[src/rtl/sbpr_pkg.sv]
// shared types and constants for the six-button pad responder
// no dependencies; imported by every module of the block
`default_nettype none

package sbpr_pkg;

	// field widths
	localparam int unsigned BTN_W    = 12;
	localparam int unsigned NIB_W    = 4;
	localparam int unsigned CNT_W    = 16;
	localparam int unsigned CFG_W    = 16;
	localparam int unsigned CFG_IDX_W = 1;

	// button bit positions in the button word
	localparam int unsigned BTN_UP         = 0;
	localparam int unsigned BTN_DOWN       = 1;
	localparam int unsigned BTN_LEFT       = 2;
	localparam int unsigned BTN_RIGHT      = 3;
	localparam int unsigned BTN_SHORT      = 4;
	localparam int unsigned BTN_START      = 5;
	localparam int unsigned BTN_FORWARD    = 6;
	localparam int unsigned BTN_ROUNDHOUSE = 7;
	localparam int unsigned BTN_JAB        = 8;
	localparam int unsigned BTN_STRONG     = 9;
	localparam int unsigned BTN_FIERCE     = 10;
	localparam int unsigned BTN_SELECT     = 11;

	// constants
	localparam logic [NIB_W-1:0] NIB_ALL_HIGH  = 4'hF;
	localparam logic [CNT_W-1:0] CNT_MAX       = 16'hFFFF;
	localparam logic [CNT_W-1:0] TIMEOUT_RESET = 16'd512;

	// configuration register indexes
	typedef enum logic [CFG_IDX_W-1:0] {
		CFG_THREE_BUTTON = 1'b0,
		CFG_TIMEOUT      = 1'b1
	} cfg_idx_t;

	// configuration register contents
	typedef struct packed {
		logic             three_button_mode;
		logic [CNT_W-1:0] timeout_ticks;
	} cfg_t;

	// position in the select pulse train, one-hot
	typedef enum logic [8:0] {
		PH_INIT   = 9'b000000001,
		PH_TOP    = 9'b000000010,
		PH_VALLEY = 9'b000000100,
		PH_FALL2  = 9'b000001000,
		PH_RISE3  = 9'b000010000,
		PH_FALL3  = 9'b000100000,
		PH_RISE4  = 9'b001000000,
		PH_FALL4  = 9'b010000000,
		PH_RISE5  = 9'b100000000
	} phase_t;

endpackage : sbpr_pkg

`default_nettype wire

[src/rtl/six_button_pad_responder.sv]
// top level of the six-button pad responder: input register and output handshake
// depends on sbpr_pkg, sbpr_cfg_regs, sbpr_phase_engine
`default_nettype none

// Pad side of a select-multiplexed six-button controller. Each item is one
// timer tick carrying the select level and the 12-bit button word; each item
// gives exactly one result: the data nibble and up/down levels after that tick.
// Items flow one per clock while the output is not stalled: a tick is held in the
// input register, then the phase sequencer updates its state and driven-line
// registers, which are the result held for the output. in_stall rises only
// while both the input register and the result are full and the output is
// stalled.

module six_button_pad_responder
	import sbpr_pkg::*;
(
	input  wire logic                 clk,
	input  wire logic                 arst_n,
	// configuration write port
	input  wire logic                 cfg_we,
	input  wire logic [CFG_IDX_W-1:0] cfg_index,
	input  wire logic [CFG_W-1:0]     cfg_data,
	// tick input channel
	input  wire logic                 in_valid,
	output logic                      in_stall,
	input  wire logic                 select_level,
	input  wire logic [BTN_W-1:0]     buttons,
	// result channel
	output logic                      out_valid,
	input  wire logic                 out_stall,
	output logic      [NIB_W-1:0]     data_nibble,
	output logic                      up_line,
	output logic                      down_line
);

	cfg_t             cfg;
	logic             valid_s1;
	logic             sel_s1;
	logic [BTN_W-1:0] btn_s1;
	logic             out_valid_q;
	logic             res_free;
	logic             advance;

	// configuration registers
	sbpr_cfg_regs u_cfg (
		.clk       (clk),
		.arst_n    (arst_n),
		.cfg_we    (cfg_we),
		.cfg_index (cfg_index),
		.cfg_data  (cfg_data),
		.cfg       (cfg)
	);

	// flow control
	assign res_free = !out_valid_q || !out_stall;
	assign advance  = valid_s1 && res_free;
	assign in_stall = valid_s1 && !res_free;

	// input register
	always_ff @(posedge clk or negedge arst_n) begin
		if (!arst_n) begin
			valid_s1 <= 1'b0;
		end else if (!in_stall) begin
			valid_s1 <= in_valid;
		end
	end

	always_ff @(posedge clk) begin
		if (in_valid && !in_stall) begin
			sel_s1 <= select_level;
			btn_s1 <= buttons;
		end
	end

	// result valid
	always_ff @(posedge clk or negedge arst_n) begin
		if (!arst_n) begin
			out_valid_q <= 1'b0;
		end else if (res_free) begin
			out_valid_q <= valid_s1;
		end
	end

	assign out_valid = out_valid_q;

	// sequencer; its line registers are the held result
	sbpr_phase_engine u_engine (
		.clk         (clk),
		.arst_n      (arst_n),
		.advance     (advance),
		.sel         (sel_s1),
		.btn         (btn_s1),
		.cfg         (cfg),
		.data_nibble (data_nibble),
		.up_line     (up_line),
		.down_line   (down_line)
	);

`ifndef SYNTH
	// input stalls only behind a full, stalled result
	a_stall_cause: assert property (@(posedge clk) disable iff (!arst_n)
		in_stall |-> valid_s1 && out_valid_q && out_stall)
		else $error("input stalled without a blocked result");

	// a processed item always shows up as a result
	a_advance_gives_result: assert property (@(posedge clk) disable iff (!arst_n)
		advance |=> out_valid_q)
		else $error("processed item produced no result");

	// a stalled result holds its lines
	a_result_held: assert property (@(posedge clk) disable iff (!arst_n)
		out_valid_q && out_stall |=>
		out_valid_q && $stable({data_nibble, up_line, down_line}))
		else $error("stalled result changed");
`endif

endmodule : six_button_pad_responder

`default_nettype wire

[src/rtl/sbpr_cfg_regs.sv]
// configuration registers of the pad responder
// depends on sbpr_pkg
`default_nettype none

module sbpr_cfg_regs
	import sbpr_pkg::*;
(
	input  wire logic                 clk,
	input  wire logic                 arst_n,
	input  wire logic                 cfg_we,
	input  wire logic [CFG_IDX_W-1:0] cfg_index,
	input  wire logic [CFG_W-1:0]     cfg_data,
	output cfg_t                      cfg
);

	cfg_t cfg_q;

	// register writes by index
	always_ff @(posedge clk or negedge arst_n) begin
		if (!arst_n) begin
			cfg_q.three_button_mode <= 1'b0;
			cfg_q.timeout_ticks     <= TIMEOUT_RESET;
		end else if (cfg_we) begin
			case (cfg_idx_t'(cfg_index))
				CFG_THREE_BUTTON: cfg_q.three_button_mode <= cfg_data[0];
				CFG_TIMEOUT:      cfg_q.timeout_ticks     <= cfg_data[CNT_W-1:0];
				default: ;
			endcase
		end
	end

	assign cfg = cfg_q;

endmodule : sbpr_cfg_regs

`default_nettype wire

[src/rtl/sbpr_phase_engine.sv]
// phase sequencer, tick counter and driven line registers
// depends on sbpr_pkg
`default_nettype none

module sbpr_phase_engine
	import sbpr_pkg::*;
(
	input  wire logic             clk,
	input  wire logic             arst_n,
	input  wire logic             advance,
	input  wire logic             sel,
	input  wire logic [BTN_W-1:0] btn,
	input  cfg_t                  cfg,
	output logic      [NIB_W-1:0] data_nibble,
	output logic                  up_line,
	output logic                  down_line
);

	phase_t           phase_q, phase_d;
	logic [CNT_W-1:0] elapsed_q, elapsed_d, elapsed_inc;
	logic [NIB_W-1:0] nibble_q, nibble_d;
	logic             up_q, up_d, down_q, down_d;
	logic [NIB_W-1:0] nib_mid, nib_low, nib_six;
	logic             late;

	// nibbles built from the button word
	assign nib_mid = {btn[BTN_LEFT], btn[BTN_RIGHT], btn[BTN_FORWARD], btn[BTN_ROUNDHOUSE]};
	assign nib_low = {2'b00, btn[BTN_SHORT], btn[BTN_START]};
	assign nib_six = {btn[BTN_JAB], btn[BTN_SELECT], btn[BTN_STRONG], btn[BTN_FORWARD]};

	// saturating tick count and timeout check
	assign elapsed_inc = (elapsed_q == CNT_MAX) ? elapsed_q : elapsed_q + 1'b1;
	assign late        = (elapsed_inc >= cfg.timeout_ticks);

	// next phase and driven levels
	always_comb begin
		phase_d   = phase_q;
		elapsed_d = elapsed_inc;
		nibble_d  = nibble_q;
		up_d      = up_q;
		down_d    = down_q;
		case (phase_q)
			PH_TOP: begin
				if (!sel) begin
					nibble_d = nib_low;
					up_d     = btn[BTN_UP];
					down_d   = btn[BTN_DOWN];
					phase_d  = PH_VALLEY;
				end
			end
			PH_VALLEY: begin
				if (sel) begin
					nibble_d  = nib_mid;
					up_d      = btn[BTN_UP];
					down_d    = btn[BTN_DOWN];
					elapsed_d = '0;
					phase_d   = PH_FALL2;
				end
			end
			PH_FALL2: begin
				if (!sel) begin
					nibble_d = nib_low;
					up_d     = btn[BTN_UP];
					down_d   = btn[BTN_DOWN];
					phase_d  = (late || cfg.three_button_mode) ? PH_VALLEY : PH_RISE3;
				end
			end
			PH_RISE3: begin
				if (sel) begin
					nibble_d  = nib_mid;
					up_d      = btn[BTN_UP];
					down_d    = btn[BTN_DOWN];
					elapsed_d = '0;
					phase_d   = PH_FALL3;
				end
			end
			PH_FALL3: begin
				if (!sel) begin
					nibble_d = nib_low;
					up_d     = 1'b0;
					down_d   = 1'b0;
					phase_d  = late ? PH_VALLEY : PH_RISE4;
				end
			end
			PH_RISE4: begin
				if (sel) begin
					nibble_d  = nib_six;
					up_d      = btn[BTN_FIERCE];
					down_d    = btn[BTN_STRONG];
					elapsed_d = '0;
					phase_d   = PH_FALL4;
				end
			end
			PH_FALL4: begin
				if (!sel) begin
					nibble_d = nib_low | 4'b1100;
					up_d     = 1'b1;
					down_d   = 1'b1;
					phase_d  = late ? PH_VALLEY : PH_RISE5;
				end
			end
			PH_RISE5: begin
				if (sel) begin
					nibble_d = nib_mid;
					up_d     = btn[BTN_UP];
					down_d   = btn[BTN_DOWN];
					phase_d  = PH_TOP;
				end
			end
			default: begin
				// init and any stray code: wait for select high
				if (sel) begin
					nibble_d = NIB_ALL_HIGH;
					phase_d  = PH_TOP;
				end
			end
		endcase
	end

	// state registers, updated once per processed item
	always_ff @(posedge clk or negedge arst_n) begin
		if (!arst_n) begin
			phase_q   <= PH_INIT;
			elapsed_q <= '0;
			nibble_q  <= '0;
			up_q      <= 1'b0;
			down_q    <= 1'b0;
		end else if (advance) begin
			phase_q   <= phase_d;
			elapsed_q <= elapsed_d;
			nibble_q  <= nibble_d;
			up_q      <= up_d;
			down_q    <= down_d;
		end
	end

	assign data_nibble = nibble_q;
	assign up_line     = up_q;
	assign down_line   = down_q;

`ifndef SYNTH
	// third fall releases both direction lines
	a_fall3_lines_low: assert property (@(posedge clk) disable iff (!arst_n)
		advance && phase_q == PH_FALL3 && !sel |=> !up_q && !down_q)
		else $error("direction lines not released on third fall");

	// a timed rise clears the tick count
	a_rise_clears_count: assert property (@(posedge clk) disable iff (!arst_n)
		advance && sel && (phase_q == PH_VALLEY || phase_q == PH_RISE3 ||
		phase_q == PH_RISE4) |=> elapsed_q == '0)
		else $error("tick count not cleared on timed rise");

	// three-button mode never leaves the first two pulses
	a_three_button_loop: assert property (@(posedge clk) disable iff (!arst_n)
		advance && cfg.three_button_mode && phase_q == PH_FALL2 && !sel
		|=> phase_q == PH_VALLEY)
		else $error("three-button mode went past the second pulse");
`endif

endmodule : sbpr_phase_engine

`default_nettype wire

[config.mk]
export PLATFORM = sky130hd
export DESIGN_NAME = six_button_pad_responder
export DESIGN_NICKNAME = d
export VERILOG_FILES = /design/src/rtl/sbpr_pkg.sv /design/src/rtl/six_button_pad_responder.sv /design/src/rtl/sbpr_cfg_regs.sv /design/src/rtl/sbpr_phase_engine.sv
export SDC_FILE = /design/constraint.sdc
export NUM_CORES = 1
export LEC_CHECK = 0
export ABC_AREA = 1
export BUFFER_PORTS_ARGS = -buffer_cell sky130_fd_sc_hd__buf_2
export CAP_MARGIN = 15
export CORE_UTILIZATION = 25
export CTS_CLUSTER_DIAMETER = 100
export CTS_CLUSTER_SIZE = 28
export DETAILED_ROUTE_END_ITERATION = 12
export PLACE_DENSITY = 0.41
export REMOVE_ABC_BUFFERS = 1
export SLEW_MARGIN = 15
export SYNTH_ARGS = -nofsm -noshare
export SYNTH_HDL_FRONTEND = slang
export SYNTH_SLANG_ARGS = --single-unit
[constraint.sdc]
create_clock -name clk -period 3.17 [get_ports clk]
set_input_delay 0.634 -clock clk [delete_from_list [all_inputs] [get_ports clk]]
set_output_delay 0.634 -clock clk [all_outputs]
set_load 0.01 [all_outputs]
---- After elaboration in Yosys (flattened, before gate mapping) ----
Index checks and enable logic that the tools add are counted.
cells by class
  add/subtract/negate cells ............... 1
  multiply operators ...................... 0
  div/mod/pow operators ................... 0
  magnitude comparators ................... 1
  eq/ne operators ......................... 19
  shifts and indexed selects .............. 0
  muxes and demuxes ....................... 31
  bitwise logic cells ..................... 1
  reduce and logical (&&, ||, !) cells .... 21
operators by type and width
  cell                                                 count
  2-to-1 mux 9 bit                                     9
  one-hot mux 9 bit (7 select lines)                   1
  2-to-1 mux 16 bit                                    3
  2-to-1 mux 4 bit                                     5
  inequality test 2 bit, second input constant         9
  adder 16 x 1 -> 16 bit, second input constant        1
  equality test 16 bit, second input constant          1
  >= comparator 16 bit                                 1
  one-hot mux 4 bit (4 select lines)                   1
  one-hot mux 1 bit (5 select lines)                   2
  nonzero test 5 bit                                   2
  equality test 9 x 2 -> 1 bit, second input constant  1
  equality test 9 x 3 -> 1 bit, second input constant  1
  equality test 9 x 4 -> 1 bit, second input constant  1
  equality test 9 x 5 -> 1 bit, second input constant  1
  equality test 9 x 6 -> 1 bit, second input constant  1
  equality test 9 x 7 -> 1 bit, second input constant  1
  equality test 9 x 8 -> 1 bit, second input constant  1
  equality test 9 bit, second input constant           1
  AND reduction 9 bit                                  1
  OR reduction 3 bit                                   3
  2-to-1 mux 1 bit                                     8
  2-to-1 mux 7 bit                                     1
  AND reduction 7 bit                                  1
  10 further kinds                                     17
word-level totals
  register bits after elaboration ......... 63
  latch bits .............................. 0
  memory bits (writable) .................. 0
  memory bits (read-only) ................. 0
  bits of input ports ..................... 35
  output and inout bits ................... 8
  word-level logic and storage cells ...... 85
  memories kept ........................... 0

---- Longest topological paths before layout ----
  word-level depth ........................ 7
  mapped depth ............................ 22
  gate-level depth less buffers ........... 22

---- Modules after synthesis ----
A second synthesis with hierarchy kept.
unflattened totals
  cells, all modules ...................... 450
  area total of the unflattened synthesis .. 3641.0 um^2
by module, submodules not included
  module                    times used  cells an instance  area an instance (um^2)  seq. area each (um^2)
  sbpr_phase_engine         1           349                2418.6                   777.0
  sbpr_cfg_regs             1           76                 737.0                    426.7
  six_button_pad_responder  1           25                 485.5                    440.4

---- Worst setup path before layout ----
OpenSTA, ideal clock, no wires.
  kind .................................... register to register
  start ................................... reg u_engine.elapsed_q[1]
  end ..................................... reg u_engine.phase_q[2]
  setup time .............................. 0.116 ns
  arrival time ............................ 2.343 ns
  path slack .............................. 0.710 ns
  stages on the path, launching flop included .. 23
  clock period less this slack ............ 2.460 ns
  cell sequence ........................... dfrtp_1 -> ha_1 -> nand3_1 -> inv_1 -> nand3_1 -> nor2_1 -> inv_2 -> nand2_1 -> xor2_1 -> inv_1 -> ha_1 -> nand2_1 -> inv_1 -> nand2_1 -> nand2_1 -> nor2_1 -> nand2_1 -> nand2_1 -> nand3_1 -> nand2_1 -> nand3_1 -> nand2_1 -> nand2_1
on the way
  longest elaborated chain between the ends .. 7
  elaborated cells on any way between the ends .. 12
  classes of those cells .................. add/sub (1); order compare (1); eq/ne (1); mux (8); reduce/logical (1)
ends and longest elaborated chain
  element                                                                RTL line                  RTL
  start: declaration                                                     sbpr_phase_engine.sv:20   logic [CNT_W-1:0] elapsed_q, elapsed_d, elapsed_inc;
  start signal: assignment                                               sbpr_phase_engine.sv:130  elapsed_q <= elapsed_d;
  adder 16 x 1 -> 16 bit / equality test 16 bit (equally long branches)  sbpr_phase_engine.sv:32   assign elapsed_inc = (elapsed_q == CNT_MAX) ? elapsed_q : elapsed_q + 1'b1;
  2-to-1 mux 16 bit *                                                    sbpr_phase_engine.sv:32
  >= comparator 16 bit *                                                 sbpr_phase_engine.sv:33   assign late = (elapsed_inc >= cfg.timeout_ticks);
  logical OR 1 bit                                                       sbpr_phase_engine.sv:65   phase_d = (late || cfg.three_button_mode) ? PH_VALLEY : PH_RISE3;
  2-to-1 mux 5 bit                                                       sbpr_phase_engine.sv:65
  2-to-1 mux 9 bit                                                       sbpr_phase_engine.sv:61   if (!sel) begin
  one-hot mux 9 bit (7 select lines) *                                   sbpr_phase_engine.sv:42   case (phase_q)
  end signal: assignment                                                 sbpr_phase_engine.sv:129  phase_q <= phase_d;
  end: declaration                                                       sbpr_phase_engine.sv:19   phase_t phase_q, phase_d;
Mark *: on every way between the ends. The rest lies on a longest branch, timed or not. The select of a mux whose other input is x is not followed.
A chain may end at the register's enable or synchronous reset.

---- Worst setup path in the final report ----
Same ends and word-level chain as after synthesis.

==> flow_summary.toml <==
[grt]
antenna_found_initial = 0
grt_max_degree = 51
gr-usage-met2_pct = 21.1
first_global_vias = 2977
grtUsageTotal_pct = 12.9
met1_usage_pct = 15.9
gr-total-overflow = 0
grt_first_pass_wirelength_mm = 14.5
grt_util_met3_pct = 3.65
top_usage_layer = "met2"

[sta]
worst_pin_slew_ns = 0.674
finalHoldViolations = 0
slew_viol_final = 0
period_share_pct = 86.4
rsz0062_at_grt = "false"
max_freq_mhz = 365
fin_crit_ns = 2.74
setup_viol = 0
slew_headroom_pct = 55.1
finClkSkew_ns = 0.00699
tns_ns = 0

[clock_tree]
max-clock-path-buffers = 2
clkSinkCount = 63
clkLatencyLatePin_ns = 0.33
hold_buffers = 0
cts_tree = "done"
path_clk_slew_ns = 0.06
cts-root-buf = "clkbuf_16"
cts_buffers = 9
post_cts_resized = 0
ctsHtreeMaxLevel = 3
post_cts.repair.setup_buffers = 0

[final_layout]
finalNetCount = 546
antenna-diode-count = 0
post-route-util_pct = 30.9
drive_gt1_share_pct = 21.0
stdcell_area_mm2 = 0.00430
final.fill_count = 1500
area_growth_pct = 19.5

[synth]
ys_ff_latch = 63
synth_area_leaders = "dfrtp_1 33%, nand2_1 12%, edfxtp_1 11%, inv_1 6.5%, ha_1 5.9%"
yosys.area.top_type = "dfrtp_1"
postSynth.asyncResetShare_pct = 79.4
syn_area_mm2 = 0.00360
syn_inst = 445
ys_seq_area_share_pct = 45.7
ys_warn_count = 0
synth-main-ff-cell = "dfrtp_1"
synth_edf_count = 13
ys_types = 32
netlist.area_leader.share_pct = 33.4
synth_area_per_cell_um2 = 8.08

[placed_design]
portBuffers = 42
dp_hpwl_mm = 6.25
gp_congestion = 0.791
place_area_mm2 = 0.00401

[worst_setup_path]
endpoint_kind = "flip-flop"
timing.critical_path.from_type = "flip-flop"
critPathMaxFanout = 4
path_class = "reg2reg"
r2r_slack_ns = 0.43
cp_data_arrival_time_ns = 2.96
cp.required_ns = 3.39

[floorplan]
start_util_pct = 25.8
fp.dieH_um = 122
die_x_um = 122
rows = 43
coreArea_mm2 = 0.0139
io_pins = 43
die_area_mm2 = 0.0149

[route]
antenna_left = 0
dr.pass1.iters = 4
vias_per_cell = 4.29
drt_wl_total_mm = 8.36
via_count = 2915
drt-initial-drc-count = 154
drcViolationCount = 0
routedWlPerCell_um = 12.3

[job]
max_cap_violations = 0

[run_status]
outcome = "complete, no violations"

[power]
irDropWorstVdd_v = 0.000274
power_leakage_nw = 2.18
p_per_area_mw_per_mm2 = 758

[hold_path]
hp-class = "in2async"
-- power breakdown --
group	internal, W	switching [W]
logic	0.000403	0.000740
clock network	0.000600	0.000357
registers	0.00101	0.000146
total	0.00202	0.00124
-- flip-flops by register name, indices dropped and copies added, names as in the netlist --
| name | flops |
|---|---|
| btn_s1 | 12 |
| out_valid | 1 |
| u_engine.up_line | 1 |
| sel_s1 | 1 |
| u_engine.data_nibble | 4 |
| valid_s1 | 1 |
| u_engine.phase_q | 9 |
| u_cfg.cfg | 17 |
| u_engine.down_line | 1 |
| u_engine.elapsed_q | 16 |
-- cells in the mapped netlist (all sizes together) (3+ instances only) --
cell / count
nand2: 130
inv: 69
dfrtp: 48
nor2: 44
a21oi: 30
o21ai: 29
nand3: 26
ha: 17
edfxtp: 13
nand4: 10
xor2: 10
nor3: 7
buf: 3
-- worst max-delay path, stage by stage (launching register included) --
cell and delay [ns]:
dfrtp_1 0.38, ha_1 0.20, nand3_1 0.14, inv_1 0.08, nand3_1 0.12, nor2_2 0.20, inv_2 0.09, nand2_1 0.09
xor2_1 0.20, inv_1 0.07, ha_1 0.31, a21oi_1 0.15, nand2_1 0.07, nand2_1 0.05, nand2_1 0.06, nand2_1 0.07
nand3_1 0.08, nand2_1 0.07, nand3_1 0.06, nand2_1 0.06, nand2_1 0.05
-- final timing paths --
kind	to	startpoint	cells past startpoint
max	u_engine.phase_q[2]	u_engine.elapsed_q[1]	20
min	u_engine.elapsed_q[7]	arst_n	2
max reg2reg	u_engine.phase_q[2]	u_engine.elapsed_q[1]	20
min reg2reg	u_engine.data_nibble[3]	u_engine.data_nibble[3]	2
max in group asynchronous	u_engine.phase_q[3]	arst_n	2
min in group clk	btn_s1[7]	buttons[7]	1
-- through the flow --
stage	total power [W]	hold slack (ns)	setup slack, ns	std cells
final	0.00326	0.428	0.431	679
after global routing	0.00354	0.459	0.0230	679
after CTS	0.00332	0.459	0.338	679
after detailed placement	0.00233	0.466	0.355	663
after global placement	0.00233	0.467	0.467	663
after floorplan	0.00198	0.338	0.709	439
-- logic make-up after synthesis --
kind of cell,synth area share [%]
adder cells (fa/ha/maj),5.91
AO/OA/AOI/OAI,9.50
flip-flops,45.7
AND/OR/NAND/NOR,28.1
buffers and inverters,8.38
XOR/XNOR,2.43
-- cell usage in the layout (no fill, tap or decap), types with 13 or more instances in the layout --
cell | Yosys | layout
nand3_1 | 24 | 24
a21oi_1 | 30 | 30
ha_1 | 17 | 17
buf_2 | 0 | 42
nand2_2 | 16 | 17
dfrtp_1 | 48 | 48
nand2_1 | 114 | 113
edfxtp_1 | 13 | 13
inv_1 | 62 | 62
nor2_1 | 38 | 37
-- metal layers --
layer	vias to the layer above	wire [µm]
met5	-	0
met4	0	147
met3	12	390
met2	48	3980
met1	1331	3850
li1	1524	-
-- cell type report --
cell class / count / area [µm²] / share of cell area, %
Timing Repair Buffer: 44 / 225 / 5.24
Sequential cell: 63 / 1640 / 38.2
Clock buffer: 9 / 225 / 5.24
Inverter: 69 / 259 / 6.02
Multi-Input combinational cell: 307 / 1660 / 38.5
Tap cell: 180 / 225 / 5.24
Clock inverter: 7 / 63.8 / 1.48
No activity file was read; power rests on OpenSTA's default activity.
